===== config.mk =====
export PLATFORM = sky130hd
export DESIGN_NAME = rtc_angle_front
export DESIGN_NICKNAME = d
export VERILOG_FILES = /design/src/rtc_pkg.sv /design/src/rtc_angle_front.sv
export SDC_FILE = /design/constraint.sdc
export NUM_CORES = 2
export LEC_CHECK = 0
export BUFFER_PORTS_ARGS = -buffer_cell sky130_fd_sc_hd__buf_2
export CAP_MARGIN = 20
export CORE_ASPECT_RATIO = 2
export CORE_MARGIN = 8
export CORE_UTILIZATION = 45
export CTS_CLUSTER_DIAMETER = 40
export DETAILED_ROUTE_END_ITERATION = 10
export GPL_ROUTABILITY_DRIVEN = 0
export PLACE_DENSITY_LB_ADDON = 0.08
export SYNTH_ARGS = -nofsm -noshare
export SYNTH_HDL_FRONTEND = slang
export SYNTH_SLANG_ARGS = --single-unit

===== constraint.sdc =====
create_clock -name clk -period 10.3 [get_ports clk]
set_input_delay 3.09 -clock clk [delete_from_list [all_inputs] [get_ports clk]]
set_output_delay 3.09 -clock clk [all_outputs]
set_load 0.05 [all_outputs]

===== src/rtc_pkg.sv =====
package rtc_pkg;

	// CORDIC datapath widths: x/y carry 40 fraction bits, z is a 33-bit phase residual
	localparam int XyW = 43;
	localparam int ZW = 33;
	localparam int CordicSteps = 30;

	localparam logic [31:0] DegScale = 32'd3054198966;
	localparam logic [31:0] RadScale = 32'd2734261102;
	localparam logic signed [XyW-1:0] CordicX0 = 43'sd667681663045;
	localparam logic signed [33:0] OneQ30 = 34'sd1073741824;

	typedef struct packed {
		logic [XyW-1:0] x;
		logic [XyW-1:0] y;
		logic [ZW-1:0]  z;
		logic [1:0]     quad;
	} cordic_t;

	// round(atan(2^-i) * 2^31 / pi)
	function automatic logic [29:0] atan_val(input int i);
		logic [29:0] r;
		unique case (i)
			0: r = 30'd536870912;
			1: r = 30'd316933406;
			2: r = 30'd167458907;
			3: r = 30'd85004756;
			4: r = 30'd42667331;
			5: r = 30'd21354465;
			6: r = 30'd10679838;
			7: r = 30'd5340245;
			8: r = 30'd2670163;
			9: r = 30'd1335087;
			10: r = 30'd667544;
			11: r = 30'd333772;
			12: r = 30'd166886;
			13: r = 30'd83443;
			14: r = 30'd41722;
			15: r = 30'd20861;
			16: r = 30'd10430;
			17: r = 30'd5215;
			18: r = 30'd2608;
			19: r = 30'd1304;
			20: r = 30'd652;
			21: r = 30'd326;
			22: r = 30'd163;
			23: r = 30'd81;
			24: r = 30'd41;
			25: r = 30'd20;
			26: r = 30'd10;
			27: r = 30'd5;
			28: r = 30'd3;
			29: r = 30'd1;
			default: r = '0;
		endcase
		return r;
	endfunction

	// saturate to [-1.0, 1.0] in Q1.30
	function automatic logic signed [31:0] clamp_q30(input logic signed [33:0] v);
		logic signed [31:0] r;
		if (v > OneQ30) r = 32'sd1073741824;
		else if (v < -OneQ30) r = -32'sd1073741824;
		else r = v[31:0];
		return r;
	endfunction

	// Q1.30 * Q1.30 product back to Q1.30, half-up rounding
	function automatic logic signed [31:0] rnd_q30(input logic signed [63:0] p);
		logic signed [63:0] s;
		s = p + 64'sd536870912;
		return s[61:30];
	endfunction

endpackage


===== src/rtc_angle_front.sv =====
module rtc_angle_front #(
	parameter int ANGLE_FRACTION_BITS = 16
) (
	input  logic               clk,
	input  logic               en,
	input  logic signed [31:0] angle,
	input  logic               mode,
	output rtc_pkg::cordic_t   d_o
);
	import rtc_pkg::*;

	localparam int ShDeg = 8 + ANGLE_FRACTION_BITS;
	localparam int ShRad = 2 + ANGLE_FRACTION_BITS;
	localparam logic [63:0] HalfDeg = 64'd1 << (ShDeg - 1);
	localparam logic [63:0] HalfRad = 64'd1 << (ShRad - 1);

	logic signed [64:0] prod;
	logic [63:0] prod_s1, sum;
	logic        deg_s1;
	logic [31:0] phase, pq, res;
	logic [1:0]  quad;

	// angle times turns-per-unit, one multiplier
	assign prod = $signed(angle) * $signed({1'b0, (mode ? DegScale : RadScale)});

	always_ff @(posedge clk) begin
		if (en) begin
			prod_s1 <= prod[63:0];
			deg_s1  <= mode;
		end
	end

	// round to a 32-bit phase, fold to the nearest quadrant
	assign sum   = prod_s1 + (deg_s1 ? HalfDeg : HalfRad);
	assign phase = deg_s1 ? sum[ShDeg+31:ShDeg] : sum[ShRad+31:ShRad];
	assign pq    = phase + 32'h2000_0000;
	assign quad  = pq[31:30];
	assign res   = phase - {quad, 30'b0};

	always_ff @(posedge clk) begin
		if (en) begin
			d_o.x    <= CordicX0;
			d_o.y    <= '0;
			d_o.z    <= {res[31], res};
			d_o.quad <= quad;
		end
	end

endmodule


# [After elaboration in Yosys (flattened, before gate mapping)]
# Index checks and enable logic that the tools add are counted.
[classes] n_addsub=3 n_mul=1 n_div=0 magnitude_cmp=0 eq_ne=0 shift=0 muxes=3 bitwise=0 reduce_logical=0
[op_table] operator="$add 56x24->56" n=1
[op_table] operator="$mul 32x33->56" n=1
[op_table] operator="$add 32x30->32 const B" n=1
[op_table] operator="$mux 32" n=1
[op_table] operator="$sub 32x32->32" n=1
[op_table] operator="$mux 29" n=1
[op_table] operator="$mux 24" n=1
[word_totals] register_bits=91 latchBits=0 ram_bits=0 mem_bits_ro=0 input_bits=35 out_inout_bits=121 wordCells=11 memories=0

# [Depth between registers and ports, before layout]
[depth] word_depth=5 ltp_mapped=32 ltp_nobuf=30

# [Worst setup path before layout]
# Ideal clock, no wire load.
[synth_timing] kind="input-to-reg" startpoint="input port mode" endpoint="register prod_s1[49], data pin" t_arrival_ns=10.091 required_time_ns=10.042 path_slack_ns=-0.049 stages=27 path_cell_list="clkbuf_1 > clkbuf_1 > clkbuf_1 > nor2b_1 > fa_1 > inv_1 > fa_1 > fa_1 > inv_1 > fa_1 > fa_1 > fa_1 > fa_1 > inv_1 > fa_1 > inv_1 > ha_1 > a311oi_1 > o21ai_0 > a21oi_1 > nor2b_1 > a21oi_1 > nand2_1 > a21o_1 > a221o_1 > a21oi_1 > xnor2_1"
[synth_between] elab_chain_len=2
[synth_lines] item="start, declared" line="rtc_angle_front.sv:7" source="input logic mode,"
[synth_lines] item="$mux 29" line="rtc_angle_front.sv:24" source="assign prod = $signed(angle) * $signed({1'b0, (mode ? DegScale : RadScale)});"
[synth_lines] item="$mul 32x33->56" line="rtc_angle_front.sv:24"
[synth_lines] item="named net prod[49]" line="rtc_angle_front.sv:17" source="logic signed [64:0] prod;"
[synth_lines] item="end signal, assigned" line="rtc_angle_front.sv:28" source="prod_s1 <= prod[63:0];"
[synth_lines] item="end, declared" line="rtc_angle_front.sv:18" source="logic [63:0] prod_s1, sum;"
# The timed path passes the listed nets, and every way through them passes these cells.
# A chain may end at the register's enable or synchronous reset.

# [Worst setup path in the final report]
# Ends and elaborated chain as after synthesis.

==> impl_metrics.json <==
{
  "status": "finished, final reports clean",
  "placed_area_um2": 28820,
  "setup_viol": 0,
  "synth.avg_cell_area_um2": 10.13,
  "grt_use_total_pct": 25.64,
  "fp-row-count": 124,
  "drtAntennaViolNets": 0,
  "timing.rr.start": "deg_s1",
  "grt_pass1_wl_mm": 121.5,
  "hold_class": "register to register",
  "cts_made_buffers": 9,
  "fin_area_um2": 29200,
  "h-tree-depth": 3,
  "synth_area_leaders": "fa_1 (44%), ha_1 (20%), inv_1 (13%)",
  "die_area_um2": 65790,
  "clock_skew_ps": 7.691,
  "end_kind": "register",
  "synth_flop_cell": "edfxtp_1",
  "ys_top_cells_by_count": "inv_1 (864), fa_1 (562), ha_1 (404)",
  "period_minus_slack_ps": 10100,
  "clock_latency_ps": 330,
  "synth-seq-cells": 74,
  "yosysWarnings": 0,
  "path_clk_slew_ps": 60,
  "cts_root_buf": "clkbuf_16",
  "wirelength_mm": 82.41,
  "drtIter0Drc": 743,
  "overflow": 0,
  "initial_core_util_pct": 45.37,
  "crit_end": "prod_s1[49]",
  "cts_sinks": 74,
  "die_w_um": 185.4,
  "coreArea_um2": 56940,
  "drc": 0,
  "r2r_end": "d_o[32]",
  "grt_pass1_vias": 20750,
  "synthCells": 2550,
  "pre_cts_ws_ps": -481.3,
  "syn2layout_area_growth_pct": 13.05,
  "viasPerCell": 4.875,
  "post-route-period-util_pct": 98.01,
  "place_hpwl_mm": 77.66,
  "synth_edf_count": 74,
  "io_buffers": 69,
  "yosysTopAreaCell": "fa_1",
  "drive_gt1_share_pct": 14.74,
  "maxSlewViolCount": 0,
  "layout.nets": 3880,
  "min-delay-start": "prod_s1[51]",
  "arrival_ps": 10180,
  "slew_headroom_pct": 37.17,
  "r2r_slack_ps": 6610,
  "final_util_pct": 51.29,
  "tightestPinTransition_ps": 942.4,
  "fin_tns_setup_ps": 0,
  "crit_path_start_kind": "input pin",
  "reg2reg_depth": 12,
  "async_flop_share_pct": 0,
  "antenna_cells": 0,
  "cts_buffer_depth": 2,
  "cts_tree": "done",
  "synth.distinct_cells": 64,
  "io_pins": 156,
  "fmax_ghz": 0.09905,
  "yosysMostFrequentCell": "inv_1",
  "post_drt_wl_per_cell_um": 22.65,
  "netlist.area_leader.share_pct": 43.56,
  "vias": 17740,
  "fin_ws_ps": 204.6,
  "ys_seq_area_share_pct": 8.603,
  "critPathMaxFanout": 7,
  "grt_max_degree": 75,
  "firstDrtPassIters": 6,
  "crit_type": "input pin to register",
  "synth_area_um2": 25830,
  "maxCapViolCount": 0,
  "hold_buffers": 0,
  "critPathLaunch": "mode",
  "cp.required_ps": 10380,
  "die_h_um": 354.8,
  "finalHoldViolations": 0,
  "antenna_found_initial": 1
}
flip-flops by register name, summed over array words and instances, names as in the netlist:
| register | count |
|---|---|
| prod_s1 | 39 |
| d_o | 34 |
| deg_s1 | 1 |
per-stage QoR:
stage	instances	hold slack, ps
3_5_place_dp	3623	684.9
2_1_floorplan	2641	625.7
3_3_place_gp	3623	684.4
5_1_grt	3639	735.0
6_report	3639	707.8
4_1_cts	3638	699.0
logic make-up after synthesis:
logic type | synth area share, %
other | 0.02907
xor gates and xnor gates | 3.221
AOI/OAI and AO/OA | 3.197
DFF | 8.603
muxes | 0.8622
and+or+nand+nor | 5.173
adders and majority gates | 63.12
buffers and inverters | 15.79
cells in the final DEF (no fill, tap or decap), drive strengths merged, types with 2 or more instances in the layout:
cell and instances:
a211oi 6, a21o 15, a21oi 48, a221o 2, a31oi 6, a41o 2
and2 17, and3 13, and4 2, buf 361, clkbuf 11, clkinv 3
conb 93, edfxtp 74, fa 562, ha 404, inv 865, mux2i 21
nand2 83, nand2b 32, nand3 29, nand4 9, nor2 37, nor2b 9
nor3 8, nor4b 2, o211ai 4, o21ai 28, o21bai 4, or2 15
or3 2, xnor2 50, xor2 45
worst max-delay path: stages:
cell,delay [ps]
buf_6,130
buf_4,170
nand2b_1,150
buf_4,140
fa_1,610
fa_1,500
fa_1,630
fa_1,550
inv_1,60
fa_1,550
fa_1,430
fa_1,530
inv_1,60
fa_1,470
inv_1,50
ha_1,320
nand3_1,180
nor2_1,80
a31oi_1,180
nand3_1,140
a21oi_2,180
nand2_1,100
a21o_1,230
a221o_1,370
a21oi_2,170
xnor2_1,80
cell type report:
class	count	area [um2]
Tap cell	756	945.9
Multi-Input combinational cell	1568	19980
Fill cell	5348	27740
Clock inverter	4	20.02
Inverter	865	3247
Timing Repair Buffer	361	2554
Clock buffer	11	232.7
Sequential cell	74	2222
per-layer routing:
| metal | global-route usage [%] | vias up | share of wire [%] | wire length [um] |
|---|---|---|---|---|
| li1 | - | 8007 | - | - |
| met1 | 21.58 | 9004 | 29 | 23660 |
| met2 | 51.70 | 485 | 58 | 47860 |
| met3 | 1.685 | 244 | 2.5 | 2071 |
| met4 | 21.85 | 0 | 11 | 8815 |
| met5 | 0 | - | 0 | 0 |
timing repair:
item / 4_1_cts / 5_1_grt
resized for setup: 2 / 30
pin swaps: 0 / 4
buffers inserted: 0 / 1
endpoints found under the setup margin: 3 / 17
worst min-delay path by stage:
stage / end / slack, ps / cells past startpoint
6_report: d_o[29] / 710 / 2
5_1_grt: d_o[29] / 730 / 2
4_1_cts: d_o[29] / 700 / 2
3_5_place_dp: d_o[29] / 680 / 2
3_3_place_gp: d_o[29] / 680 / 2
2_1_floorplan: d_o[29] / 630 / 2
Power is left out: the tool's default activity adds up to more than one toggle a clock period on the data nets, which glitch-free logic cannot reach.
