--- src/rtc_pkg.sv ---
package rtc_pkg;

	// CORDIC datapath widths: x/y carry 40 fraction bits, z is a 33-bit phase residual
	localparam int XyW = 43;
	localparam int ZW = 33;
	localparam int CordicSteps = 30;

	localparam logic [31:0] DegScale = 32'd3054198966;
	localparam logic [31:0] RadScale = 32'd2734261102;
	localparam logic signed [XyW-1:0] CordicX0 = 43'sd667681663045;
	localparam logic signed [33:0] OneQ30 = 34'sd1073741824;

	typedef struct packed {
		logic [XyW-1:0] x;
		logic [XyW-1:0] y;
		logic [ZW-1:0]  z;
		logic [1:0]     quad;
	} cordic_t;

	// round(atan(2^-i) * 2^31 / pi)
	function automatic logic [29:0] atan_val(input int i);
		logic [29:0] r;
		unique case (i)
			0: r = 30'd536870912;
			1: r = 30'd316933406;
			2: r = 30'd167458907;
			3: r = 30'd85004756;
			4: r = 30'd42667331;
			5: r = 30'd21354465;
			6: r = 30'd10679838;
			7: r = 30'd5340245;
			8: r = 30'd2670163;
			9: r = 30'd1335087;
			10: r = 30'd667544;
			11: r = 30'd333772;
			12: r = 30'd166886;
			13: r = 30'd83443;
			14: r = 30'd41722;
			15: r = 30'd20861;
			16: r = 30'd10430;
			17: r = 30'd5215;
			18: r = 30'd2608;
			19: r = 30'd1304;
			20: r = 30'd652;
			21: r = 30'd326;
			22: r = 30'd163;
			23: r = 30'd81;
			24: r = 30'd41;
			25: r = 30'd20;
			26: r = 30'd10;
			27: r = 30'd5;
			28: r = 30'd3;
			29: r = 30'd1;
			default: r = '0;
		endcase
		return r;
	endfunction

	// saturate to [-1.0, 1.0] in Q1.30
	function automatic logic signed [31:0] clamp_q30(input logic signed [33:0] v);
		logic signed [31:0] r;
		if (v > OneQ30) r = 32'sd1073741824;
		else if (v < -OneQ30) r = -32'sd1073741824;
		else r = v[31:0];
		return r;
	endfunction

	// Q1.30 * Q1.30 product back to Q1.30, half-up rounding
	function automatic logic signed [31:0] rnd_q30(input logic signed [63:0] p);
		logic signed [63:0] s;
		s = p + 64'sd536870912;
		return s[61:30];
	endfunction

endpackage

--- src/rtc_cordic_cell.sv ---
module rtc_cordic_cell #(
	parameter int STEP = 0
) (
	input  logic             clk,
	input  logic             en,
	input  rtc_pkg::cordic_t d,
	output rtc_pkg::cordic_t q_o
);
	import rtc_pkg::*;

	logic signed [XyW-1:0] xi, yi, dx, dy;
	logic signed [ZW-1:0]  zi, at;

	assign xi = $signed(d.x);
	assign yi = $signed(d.y);
	assign zi = $signed(d.z);
	assign dx = yi >>> STEP;
	assign dy = xi >>> STEP;
	assign at = $signed({3'b000, atan_val(STEP)});

	// one micro-rotation, direction from the sign of the residual
	always_ff @(posedge clk) begin
		if (en) begin
			if (!zi[ZW-1]) begin
				q_o.x <= xi - dx;
				q_o.y <= yi + dy;
				q_o.z <= zi - at;
			end else begin
				q_o.x <= xi + dx;
				q_o.y <= yi - dy;
				q_o.z <= zi + at;
			end
			q_o.quad <= d.quad;
		end
	end

endmodule

--- config.mk ---
export PLATFORM = sky130hd
export DESIGN_NAME = rtc_cordic_cell
export DESIGN_NICKNAME = d
export VERILOG_FILES = /design/src/rtc_pkg.sv /design/src/rtc_cordic_cell.sv
export SDC_FILE = /design/constraint.sdc
export NUM_CORES = 1
export LEC_CHECK = 0
export BUFFER_PORTS_ARGS = -buffer_cell sky130_fd_sc_hd__buf_4
export CAP_MARGIN = 20
export CORE_ASPECT_RATIO = 0.7
export CORE_MARGIN = 2
export CORE_UTILIZATION = 45
export CTS_BUF_LIST = sky130_fd_sc_hd__clkbuf_16
export DETAILED_ROUTE_END_ITERATION = 7
export GPL_TIMING_DRIVEN = 0
export PLACE_DENSITY = 0.68
export SKIP_LAST_GASP = 1
export SYNTH_ARGS = -nofsm -noshare
export SYNTH_HDL_FRONTEND = slang
export SYNTH_SLANG_ARGS = --single-unit
--- constraint.sdc ---
create_clock -name clk -period 4 [get_ports clk]
set_input_delay 0.8 -clock clk [delete_from_list [all_inputs] [get_ports clk]]
set_output_delay 0.8 -clock clk [all_outputs]
set_load 0.01 [all_outputs]
After elaboration in Yosys (flattened, before gate mapping)
Cells that the tools add are included.
{"block": "classes", "muxes": 1, "n_addsub": 5}
{"operator": "$mux 119", "n": 1}
{"operator": "$sub 43x43->43", "n": 2}
{"operator": "$add 43x43->43", "n": 1}
{"operator": "$add 33x31->33 const B", "n": 1}
{"operator": "$sub 33x31->33 const B", "n": 1}
{"block": "word_totals", "output_inout_bits": 121, "reg_bits": 121, "wordCells": 10}

Depth between registers and ports, before layout
Gate-level depths: netlist (run 1).
{"block": "logic_depth", "word_depth": 2, "mapped_depth": 13}

Least setup slack after synthesis (run 1)
No wires, ideal clock.
{"block": "synth_path", "path_kind": "input to register", "startpoint": "in d[61] (netlist name)", "endpoint": "reg q_o[74] (netlist name), data pin", "setup_ns": 0.266, "n_path_buf": 0, "arrival_ns": 3.028, "stages": 10, "setup_slack_ns": 0.706, "cell_sequence": "inv_1 > ha_1 > or4_4 > a2111oi_4 > o221ai_1 > nand4b_1 > nor3_2 > o41ai_4 > o41a_1 > nand4b_1"}
{"block": "synth_via", "elab_chain_len": 2, "word_cells_on_any_way": 3}
{"item": "start: declaration", "line": "rtc_cordic_cell.sv:6", "source": "input rtc_pkg::cordic_t d,"}
{"item": "$add 43x43->43 / $sub 43x43->43 (equally long branches)", "line": "rtc_cordic_cell.sv:26, rtc_cordic_cell.sv:30"}
{"item": "$mux 119 (*)", "line": "rtc_cordic_cell.sv:24", "source": "if (!zi[ZW-1]) begin"}
{"item": "end: declaration", "line": "rtc_cordic_cell.sv:7", "source": "output rtc_pkg::cordic_t q_o"}
Every way passes the cells marked *; elsewhere a longest branch is shown, timed or not.
A chain may end at the register's enable or synchronous reset.

Worst setup path in the final report (run 1)
{"block": "layout_path", "startpoint": "in d[39] (netlist name)", "endpoint": "reg q_o[77] (netlist name), data pin"}
The elaborated chain is that of the path after synthesis.

==> flow_summary.json, run 1 <==
{
  "gr-usage-met1": 0.5199,
  "cts_hold_buf": 0,
  "netlist_area_mm2": 0.01170,
  "busiest_layer": "met1",
  "vias": 12089,
  "grt_usage": 0.3409,
  "largest-register": "q_o",
  "layout.cells.non_filler": 1971,
  "synth.avg_cell_area_um2": 8.612,
  "drive_above_1_share": 0.2015,
  "gp_congestion": 1.000,
  "synthArstFlopShare": 0,
  "fmax_mhz": 249.5,
  "postSynthCellCount": 1359,
  "synth_common_cells": "177 x a21oi_1, 128 x ha_1, 128 x inv_1, 120 x edfxtp_1, 101 x nor2_1",
  "whs_path_depth": 1,
  "post-route-period-util": 1.002,
  "row_count": 49,
  "power_density_mw_per_mm2": 366.3,
  "path_cells": "buf_4, inv_1, ha_1, buf_6, a21oi_1, a31oi_1, a211oi_1, a21oi_2, a211oi_1, o21ai_0, a21boi_0, xnor2_1",
  "cp_max_fo": 10,
  "finalSetupTns_ps": -8.493,
  "maxSlewViolCount": 0,
  "ys_seq_area_frac": 0.3079,
  "synth-edff-count": 120,
  "clk_pin_slew_worst_paths_ps": 60,
  "hold_path_class": "in -> reg",
  "grt_max_degree": 72,
  "coreArea_mm2": 0.02563,
  "dp.cells": 1936,
  "portBuffers": 243,
  "critPathMaxStageDelay_ps": 670,
  "gr-total-overflow": 0,
  "violations": "negative setup slack",
  "slew_headroom": 0.2551,
  "drv_cap": 0,
  "top_regs": "q_o: 120 flops",
  "hold_violations": 0,
  "n_fill_cell": 2379,
  "vias_per_cell": 6.133,
  "wl_um": 47440,
  "crit_required_ps": 4170,
  "crit_path_top_delay_cell": "a211oi_1",
  "start_util": 0.4567,
  "dp_worst_setup_slack_ps": -476.8,
  "outcome": "complete, but fails checks",
  "design.portCount": 244,
  "die_area_mm2": 0.02734,
  "vdd_drop_max_mv": 0.3236,
  "ant_nets": 0,
  "yosysTopAreaCellShare": 0.3079,
  "nNetsFinal": 1880,
  "syn_nets": 1614,
  "min_period_ps": 4008,
  "use_met3": 0.1179,
  "ys.flop_type": "edfxtp_1",
  "ys_ff_latch": 120,
  "synth.distinct_cells": 81,
  "leakagePower_uw": 0.006355,
  "crit_path_frequent_cell": "a211oi_1",
  "tightest_slew_ps": 1117,
  "first_iter_violations": 1558,
  "antenna_found_initial": 2,
  "die_w_um": 196.8,
  "cpLargestDelayFamily": "compound AO/OA/AOI/OAI gates",
  "cp-start-kind": "input port",
  "yosys-top-cells-area": "edfxtp_1 31%, ha_1 14%, a21oi_1 7.6%",
  "multi_input_area_mm2": 0.007350,
  "htree_num_levels": 4,
  "rsz0062_at_grt": "yes",
  "synthMostInstantiatedCell": "a21oi_1",
  "regArea_mm2": 0.003603,
  "numClockSinks": 120,
  "worstSetupPathType": "in -> reg",
  "grt_pass1_wl_um": 69390,
  "die_h_um": 138.9,
  "cts_buffers": 17,
  "firstDrtPassIters": 5,
  "post_drt_wl_per_cell_um": 24.07,
  "end_kind": "flip-flop",
  "clk_path_buf_depth": 2,
  "setup_ws_ps": -8.493,
  "cts_tree": "done",
  "setup_violations": 1,
  "arrival_ps": 4180,
  "hold_end": "q_o[19]",
  "largest_reg_flops": 120,
  "syn_to_final_growth_pct": 25.18,
  "dp_hpwl_um": 38060,
  "yosysWarnings": 0,
  "crit_buf_inv": 3,
  "drcViolationCount": 0,
  "grt_util_met2": 0.4547,
  "grt_pass1_vias": 11135,
  "hp-start": "d[19]",
  "clockRootBuffer": "clkbuf_16",
  "post-synth-top-area-cell": "edfxtp_1"
}
[final cells by class]
class / count / share of cell area
timing repair buffer: 247 / 0.1284
tap: 331 / 0.02827
antenna: 2 / 0.0003416
sequential: 120 / 0.2460
buffer: 60 / 0.01811
clock inverter: 15 / 0.01298
inverter: 137 / 0.03527
multi-input combinational: 1042 / 0.5017
clock buffer: 17 / 0.02904
[per-layer routing]
metal  wire length (um)  share of wire
met4                684          0.014
met2              18560           0.39
met3               6056           0.13
met1              22140           0.47
met5                  0              0
[cell families (layout without fill, tap and decap cells)]
logic type / count (synthesis) / after routing / share of synthesized area
compound gates: 489 / 489 / 0.2704
flops: 120 / 120 / 0.3079
other cells: 0 / 2 / 0
buf+inv: 197 / 476 / 0.06682
mux: 19 / 19 / 0.01646
simple gates: 322 / 322 / 0.1349
xor+xnor: 80 / 80 / 0.05987
fa+ha+maj: 132 / 132 / 0.1437
[cells in the final DEF, fill, tap and decap left out, types with 17 or more instances in the layout]
cell,n
a211oi_1,18
nand2_1,67
nor3_1,26
buf_2,18
ha_1,128
buf_4,245
mux2i_1,17
o21bai_1,32
a21oi_1,176
nor2_1,101
inv_1,129
clkbuf_16,17
nand3_1,21
xnor2_1,66
nor2b_1,19
edfxtp_1,120
o21ai_0,96
clkbuf_1,31
nand4_1,21
a21o_1,29
[how the worst max path moves through the flow]
stage,startpoint,to,cells after the start
2_1_floorplan,d[61],q_o[74],10
3_3_place_gp,d[38],q_o[73],13
3_5_place_dp,d[35],q_o[77],13
4_1_cts,d[41],q_o[118],13
5_1_grt,d[56],q_o[75],13
6_report,d[39],q_o[77],12
[timing repair]
item,4_1_cts,5_1_grt
gates cloned,0,0
setup buffers,0,0
pin swaps,0,0
resized for setup,1,7
endpoints found under the setup margin,1,13
hold endpoints to repair,0,0
[where the power goes]
| part | total, uW | internal [uW] | switching [uW] |
|---|---|---|---|
| clock | 1660 | 995 | 668 |
| sequential | 1690 | 1630 | 58.2 |
| combinational | 2010 | 777 | 1240 |
| total | 5370 | 3400 | 1960 |
[through the flow]
step / total power [uW] / utilization / instance area, um2 / hold slack (ps)
floorplan: 2796 / - / 11700 / 898.9
global placement: 3650 / 0.5440 / 13940 / 978.3
detailed placement: 3656 / 0.5460 / 13990 / 979.5
CTS: 5337 / 0.5702 / 14610 / 525.0
global route: 5589 / 0.5717 / 14650 / 521.3
finish: 5366 / 0.5717 / 14650 / 539.0
Power figures use the tool's default switching activity.
==> inputs of run 2 (changes only) <==
SKIP_LAST_GASP = default   (was 1)
clock period = 4.2 ns   (was 4 ns; I/O delays follow)
==> run 2 against run 1 <==
The flow now finishes without violations. Total power fell by 4.8%. Setup slack improved by 64 ps. Utilization fell by 0.088 points. Sequential share of layout area barely moved. First-iteration DRC count fell by 3.0%. Final cell count did not move. Via count fell by 0.55%. Hold slack improved by 36 ps. Non-clock buffer count did not move. Routed wire length fell by 0.32%. Count of clock-buffer cells in the layout did not move. Combinational power fell by 5%. Largest power group unchanged.
==> flow_summary.json, run 2 (synthesized netlist as in run 1, its figures left out) <==
{
  "numClockSinks": 120,
  "power_density_mw_per_mm2": 349.2,
  "die_h_um": 138.9,
  "firstDrtPassIters": 5,
  "setup_ws_ps": 55.08,
  "start_util": 0.4567,
  "clk_pin_slew_worst_paths_ps": 60,
  "clk_path_buf_depth": 2,
  "rsz0062_at_grt": "no",
  "layout.cells.non_filler": 1971,
  "n_fill_cell": 2378,
  "post-route-period-util": 0.9869,
  "syn_to_final_growth_pct": 24.98,
  "top_regs": "q_o: 120 flops",
  "clockRootBuffer": "clkbuf_16",
  "min_period_ps": 4145,
  "arrival_ps": 4300,
  "wl_um": 47290,
  "grt_max_degree": 72,
  "maxSlewViolCount": 0,
  "outcome": "finished, final reports clean",
  "combPwrFrac": 0.374,
  "fmax_mhz": 241.3,
  "vias_per_cell": 6.100,
  "nNetsFinal": 1880,
  "largest-register": "q_o",
  "first_iter_violations": 1512,
  "multi_input_area_mm2": 0.007327,
  "cp-start-kind": "input port",
  "crit_required_ps": 4360,
  "gp_congestion": 1.000,
  "hold_violations": 0,
  "design.portCount": 244,
  "setup_violations": 0,
  "ant_nets": 0,
  "cts_buffers": 17,
  "regArea_mm2": 0.003603,
  "grt_usage": 0.3409,
  "worstSetupPathType": "in -> reg",
  "p_clk_frac": 0.311,
  "vdd_drop_max_mv": 0.3120,
  "p_sw_uw": 1868,
  "drive_above_1_share": 0.1990,
  "hold_path_class": "in -> reg",
  "final_cell_mix": "245 x buf_4, 176 x a21oi_1, 129 x inv_1, 128 x ha_1, 120 x edfxtp_1",
  "internal_power_uw": 3240,
  "tightest_slew_ps": 1103,
  "dp_worst_setup_slack_ps": -316.8,
  "final_util": 0.5708,
  "whs_ps": 575.4,
  "die_area_mm2": 0.02734,
  "power_frac_seq": 0.315,
  "leakagePower_uw": 0.006348,
  "drv_cap": 0,
  "layout_commonest_cell": "buf_4",
  "cts_tree": "done",
  "drcViolationCount": 0,
  "grt_pass1_wl_um": 69390,
  "dp_hpwl_um": 38060,
  "largest_reg_flops": 120,
  "portBuffers": 243,
  "grt_pass1_vias": 11135,
  "antenna_found_initial": 2,
  "slew_headroom": 0.2645,
  "post_drt_wl_per_cell_um": 23.99,
  "row_count": 49,
  "vias": 12023,
  "htree_num_levels": 4,
  "dp.cells": 1936,
  "end_kind": "flip-flop",
  "finalSetupTns_ps": 0,
  "die_w_um": 196.8,
  "coreArea_mm2": 0.02563,
  "cp_max_fo": 5,
  "switching_share": 0.3656,
  "gr-total-overflow": 0,
  "post_cts_buffers": 0
}
-- run 2: cell counts in the layout (fill, tap and decap cells not counted) --
Identical to the previous run, type by type.
-- run 2: worst paths after layout --
path                  cells after the start   from        to
worst min-delay path                      1  d[19]   q_o[19]
worst max-delay path                     12  d[36]  q_o[119]
-- run 2: cell type report --
type	count	share of cell area
Clock buffer	17	0.02908
Tap cell	331	0.02831
Timing Repair Buffer	247	0.1286
Antenna cell	2	0.0003421
Sequential cell	120	0.2463
Inverter	137	0.03533
Buffer	60	0.01813
Multi-Input combinational cell	1042	0.5009
Clock inverter	15	0.01300
-- run 2: critical path: stages --
cell	delay [ps]
buf_4	130
inv_1	80
ha_1	310
nor2b_1	60
o211ai_1	430
a21boi_0	380
o211ai_1	420
nand2_1	220
a31oi_1	630
o211ai_1	220
a32oi_1	460
xor2_1	120
-- run 2: power groups by stage --
stage | registers, uW | clock network (uW) | logic (uW)
floorplan | 1720 | 0 | 944
global placement | 1630 | 0 | 1850
detailed placement | 1630 | 0 | 1850
CTS | 1610 | 1610 | 1860
global route | 1630 | 1660 | 2040
finish | 1610 | 1590 | 1910
-- run 2: routing by layer --
metal	global-route usage	wire [um]
met5	0.01058	0
met4	0.07558	823
met3	0.1179	5992
met2	0.4547	18400
met1	0.5199	22070
-- run 2: metrics by stage --
| step | total power (uW) | cell area (um2) |
|---|---|---|
| 6_report | 5108 | 14630 |
| 5_1_grt | 5319 | 14630 |
| 2_1_floorplan | 2663 | 11700 |
| 3_5_place_dp | 3482 | 13990 |
| 3_3_place_gp | 3476 | 13940 |
| 4_1_cts | 5082 | 14610 |
-- run 2: repair_timing --
item	CTS	global route
hold buffers	0	0
gates resized for setup	0	3
setup endpoints to repair	0	6
